File: src/rtl/core/egcd_pkg.sv
// Package for the 128-bit extended GCD unit.
// Holds widths, the controller state type and the command/status structs.
// No dependencies.
package egcd_pkg;

  localparam int unsigned WordW = 128;
  localparam int unsigned HalfW = 64;
  localparam int unsigned BitCntW = 7;   // indexes one of 128 quotient bits
  localparam int unsigned MulStepW = 3;  // eight 16-bit digit steps

  typedef enum logic [3:0] {
    ST_IDLE,
    ST_LOAD,
    ST_CHECK,
    ST_DIV,
    ST_MUL,
    ST_SWAP,
    ST_FINISH,
    ST_OUT
  } egcd_state_t;

  // commands from the controller to the datapath
  typedef struct packed {
    logic load;        // capture operands and take magnitudes
    logic div_start;   // clear remainder and quotient
    logic div_step;    // one shift-subtract step
    logic mul_start;   // clear coefficient products
    logic mul_step;    // one quotient digit into the products
    logic swap;        // advance the Euclid pairs
    logic finish;      // apply signs and the special cases into the result register
  } egcd_cmd_t;

  // status from the datapath to the controller
  typedef struct packed {
    logic b_zero;      // divisor is zero: Euclid loop done
    logic early;       // invalid or zero operand: result known at once
  } egcd_status_t;

endpackage

File: src/rtl/core/egcd_ctrl.sv
// Controller state machine for the extended GCD unit.
// Depends on egcd_pkg.
module egcd_ctrl
  import egcd_pkg::*;
(
  input  logic         clk,
  input  logic         rst,
  input  logic         in_valid,
  output logic         in_stall,
  output logic         out_valid,
  input  logic         out_stall,
  input  egcd_status_t status,
  output egcd_cmd_t    cmd
);

  egcd_state_t state, state_next;
  logic [BitCntW-1:0] count, count_next;

  // hold state and step counter
  always_ff @(posedge clk) begin
    if (rst) begin
      state <= ST_IDLE;
      count <= '0;
    end else begin
      state <= state_next;
      count <= count_next;
    end
  end

  // decode next state and commands
  always_comb begin
    state_next = state;
    count_next = count;
    cmd        = '0;
    in_stall   = 1'b1;
    out_valid  = 1'b0;
    unique case (state)
      ST_IDLE: begin
        // refuse transactions while in reset
        in_stall = rst;
        if (in_valid && !rst) begin
          cmd.load   = 1'b1;
          state_next = ST_CHECK;
        end
      end
      ST_LOAD: state_next = ST_CHECK;
      ST_CHECK: begin
        if (status.early || status.b_zero) begin
          state_next = ST_FINISH;
        end else begin
          cmd.div_start = 1'b1;
          count_next    = '1;
          state_next    = ST_DIV;
        end
      end
      ST_DIV: begin
        cmd.div_step = 1'b1;
        count_next   = count - 1'b1;
        if (count == '0) begin
          cmd.mul_start = 1'b1;
          count_next    = '0;
          state_next    = ST_MUL;
        end
      end
      ST_MUL: begin
        cmd.mul_step = 1'b1;
        count_next   = count + 1'b1;
        if (count[MulStepW-1:0] == '1) state_next = ST_SWAP;
      end
      ST_SWAP: begin
        cmd.swap   = 1'b1;
        state_next = ST_CHECK;
      end
      ST_FINISH: begin
        cmd.finish = 1'b1;
        state_next = ST_OUT;
      end
      ST_OUT: begin
        out_valid = 1'b1;
        if (!out_stall) state_next = ST_IDLE;
      end
      default: state_next = ST_IDLE;
    endcase
  end

endmodule

File: config.mk
export PLATFORM = sky130hd
export DESIGN_NAME = egcd_ctrl
export DESIGN_NICKNAME = d
export VERILOG_FILES = /design/src/rtl/core/egcd_pkg.sv /design/src/rtl/core/egcd_ctrl.sv
export SDC_FILE = /design/constraint.sdc
export NUM_CORES = 1
export LEC_CHECK = 0
export ABC_AREA = 1
export BUFFER_PORTS_ARGS = -buffer_cell sky130_fd_sc_hd__buf_2
export CORE_UTILIZATION = 54
export DETAILED_ROUTE_END_ITERATION = 16
export PLACE_DENSITY_LB_ADDON = 0.1
export SYNTH_ARGS = -nofsm -noshare
export SYNTH_HDL_FRONTEND = slang
export SYNTH_SLANG_ARGS = --single-unit
File: constraint.sdc
create_clock -name clk -period 1.6 [get_ports clk]
set_input_delay 0.32 -clock clk [delete_from_list [all_inputs] [get_ports clk]]
set_output_delay 0.32 -clock clk [all_outputs]
set_load 0.1 [all_outputs]
[Yosys cells after proc, flatten, opt, wreduce, memory -nomap -nowiden]
Cells that the tools add are included.
Storage, ports and cells
  logic and storage cells: 46
  output and inout port bits: 9
  bits in registers: 11
  bits of input ports: 6
Operators by class
  equality and inequality tests: 13
  multiplexer cells: 20
  $add $sub $neg: 2
  reduce and logical (&&, ||, !) cells: 9
Operators with widths (count)
  $pmux 4 s7: 1
  $pmux 7 s3: 1
  $eq 4x3->1 const B: 4
  $mux 4: 4
  $mux 7: 2
  $mux 1: 10
  $ne 2x2->1 const B: 5
  $eq 4x2->1 const B: 2
  $add 7x1->7 const B: 1
  $logic_not 7->1: 1
  $sub 7x1->7 const B: 1
  $eq 4x1->1 const B: 1
  $logic_not 4->1: 1
  $reduce_and 4->1: 1
  $eq 3x3->1 const B: 1
  $mux 3: 1
  $reduce_bool 3->1: 1
  $mux 2: 1
  $reduce_and 2->1: 1
  $reduce_or 2->1: 1
  $logic_and 1x1->1: 1
  $logic_not 1->1: 1
  $logic_or 1x1->1: 1

[Logic depth before layout (Yosys ltp)]
  word-level depth: 4
  depth in mapped cells: 9
  depth with buffers taken out: 9

[Worst setup path before layout]
Ideal clock, no wire load.
  path type: reg2out
  from: reg state[1]
  to: out cmd[3] in the netlist's numbering
  cell stages (with the launch flop): 6
  arrival time: 3539 ps
  data required time: 1280 ps
  buffers on the path: 1
  slack: -2259 ps
  cell sequence: dfxtp_1 buf_6 nand2_4 nor2_2 inv_2 nor3_1
RTL lines
  start: declaration: RTL line egcd_ctrl.sv:16  | egcd_state_t state, state_next;
  start signal: assignment: RTL line egcd_ctrl.sv:25  | state <= state_next;
  end: declaration: RTL line egcd_ctrl.sv:13  | output egcd_cmd_t cmd

[Worst setup path after layout]
  from: reg state[0]
  to: reg count[2]
Between the ends
  longest elaborated chain between the ends: 3
  elaborated cells between the ends (all ways): 7
  those cells by class: 4 x eq/ne; 1 x mux; 2 x reduce/logical
Ends and longest elaborated chain
  $eq 4x2->1 / $eq 4x3->1 (equally long branches): RTL line egcd_ctrl.sv:37  | unique case (state)
  $ne 2x2->1 (no line) / $reduce_bool 3->1 (equally long branches)
  $reduce_and 2->1 (no line)
  end signal: assignment: RTL line egcd_ctrl.sv:26  | count <= count_next;
  end: declaration: RTL line egcd_ctrl.sv:17  | logic [BitCntW-1:0] count, count_next;
Parallel ways exist; a longest one is shown, timed or not.
A chain may end at the register's enable or synchronous reset.

==> qor.yml <==
period_minus_slack_ns: 1.721
drtIter0Drc: 195
num_vias: 1326
violations: "negative setup slack"
dpl_cell_area_mm2: 0.001229
io_buffer_count: 14
gp_congestion: 0.9726
gr-total-overflow: 0
dieWidth_um: 42.48
ys_seq_elements: 10
htreeDepth: 1
grt_pass1_vias: 1053
dp_hpwl_um: 1890
die_area_mm2: 0.001804
grt_pass1_wl_um: 4574
rsz0062_at_grt: "true"
hp-start: "rst"
ys_seq_area_frac: 0.2263
cp_max_fo: 7
cts_tree: "built"
design.portCount: 15
holdPathEnd: "state[1]"
ant_nets: 0
clk_pin_slew_ns: 0.07
track_usage: 0.3321
setup_viol: 13
nNetsFinal: 191
maxCapViolCount: 0
start_util: 0.5805
fin_skew_ns: 0.001946
cts-root-buf: "clkbuf_4"
reg2reg_from: "state[0]"
min_path_cells: 4
status: "finished, violations left"
drv_slew: 0
arrival_ns: 1.86
synth_cell_types: 24
yosysWarnings: 0
r2r_slack_ns: -0.12
drive_gt1_frac: 0.4389
drt_pass1_iterations: 6
die_y_um: 42.48
criticalPathCategory: "reg2reg"
critPathLaunchType: "flop"
final.setup.worst_slack_ns: -0.1213
cts.sinks: 10
clk_path_buf_depth: 2
diodes: 0
netlist_area_um2: 884.6
drc: 0
max_clock_freq_mhz: 580.9
rr_endpoint: "count[2]"
via_per_inst: 6.765
grt_max_degree: 12
end_kind: "flop"
required_ns: 1.74
cts_buffers: 3
worst_r2r_path_depth: 9
wirelength_um: 4222
synthToLayoutAreaGrowth_pct: 65.35
final_area_mm2: 0.001463
clk_latency_ns: 0.27
row_count: 14
fp.coreArea_mm2: 0.001524
syn_inst: 145
hold_class: "in2reg"
wire_per_inst_um: 21.54
syn_nets: 155
synth_area_per_cell_um2: 6.101
tightest_slew_ns: 0.3335
relSlewSlack: 0.7753
antenna_found_initial: 0
finalCritPeriodShare: 1.076
hold_viol: 0
==> layer usage <==
layer  share of wire  vias up  global-route usage
li1                -      532                   -
met1            0.31      585              0.4309
met2            0.45      158              0.5354
met3            0.15       51             0.03879
met4           0.094        0              0.1750
met5               0        -                   0
==> critical path, cell delays in order, from the launching register on <==
cell and delay, ns:
dfxtp_4 0.42, buf_4 0.15, inv_6 0.05, nand2_8 0.08, nor2_4 0.06, buf_4 0.15, nor2_4 0.13, nand2_2 0.13
o21ai_0 0.32, nor2_1 0.10
==> registers in the layout, summed over array words and instances, names as in the netlist <==
| name | count |
|---|---|
| count | 7 |
| state | 3 |
==> cell type report <==
| type | count | area (um^2) |
|---|---|---|
| tap | 16 | 20.02 |
| fill | 39 | 61.31 |
| sequential | 10 | 221.5 |
| clock buffer | 3 | 22.52 |
| clock inverter | 1 | 3.754 |
| timing repair buffer | 34 | 362.8 |
| multi-input combinational | 109 | 714.4 |
| inverter | 23 | 117.6 |
==> repair_timing <==
action,4_1_cts,5_1_grt
gates cloned,0,0
hold buffers,0,0
endpoints found under the setup margin,5,10
gates resized for setup,9,23
pin swaps,6,7
hold endpoints to repair,0,0
buffers inserted,9,5
==> stage by stage <==
| stage | TNS (ns) | util | std cells | setup slack (ns) | hold WS [ns] |
|---|---|---|---|---|---|
| finish | -0.5894 | 0.9598 | 196 | -0.1213 | 0.4714 |
| CTS | -0.07518 | 0.8810 | 191 | -0.03767 | 0.3989 |
| global route | -0.8678 | 0.9598 | 196 | -0.1068 | 0.4736 |
| global placement | 0 | 0.8062 | 178 | 0.1511 | 0.5691 |
| floorplan | -2.180 | - | 145 | -0.6610 | 0.4585 |
| detailed placement | 0 | 0.8062 | 178 | 0.1276 | 0.5862 |
==> cells in the final DEF (no fill, tap or decap), drive strengths merged <==
cell / n
nand4: 3
nand3b: 1
nor2: 24
nand3: 19
clkbuf: 3
nor4: 1
nor3: 3
o21ai: 10
inv: 22
nand2: 37
clkinv: 1
a21oi: 3
xor2: 3
a31oi: 1
buf: 34
clkinvlp: 1
ha: 4
dfxtp: 10
==> worst max-delay path by stage <==
stage                         from  endpoint  slack [ns]  cells past startpoint
after floorplan           state[1]    cmd[3]       -0.66                      5
after global placement         rst    cmd[6]        0.15                      5
after detailed placement  count[1]  count[0]        0.13                      7
after CTS                 state[1]    cmd[3]       -0.04                      5
after global routing      state[0]  count[1]       -0.11                      9
final                     state[0]  count[2]       -0.12                      9
==> cell families after synthesis <==
kind of cell | synth area share
buffers and inverters | 0.1216
adder cells (fa/ha/maj) | 0.05658
AND/OR/NAND/NOR | 0.4851
AO/OA/AOI/OAI | 0.08062
flip-flops | 0.2263
XOR/XNOR | 0.02971
==> synthesized netlist by cell type <==
master    number  area (um^2)
nand3_1       18        90.09
nor2_1        18        67.56
nand2_4        2        22.52
clkbuf_2       1        5.000
nor2_2         2        12.51
nor2_4         4        45.04
o21ai_0        8        40.04
inv_2          3        11.26
buf_6          1        11.26
nand3_2        1        10.01
nand2_1       34        127.6
buf_2          1        5.000
nand2_2        1        6.260
a31oi_1        1        6.260
nand4_1        3        18.77
ha_1           4        50.05
a21oi_1        3        15.01
nand3b_1       1        7.510
inv_1         20        75.07
nor4_1         1        6.260
o21ai_1        2        10.01
xor2_1         3        26.28
nor3_1         3        15.01
dfxtp_1       10        200.2
Power is not shown: default switching activity piles up to over one toggle a cycle in this logic, so the estimate is an artifact.
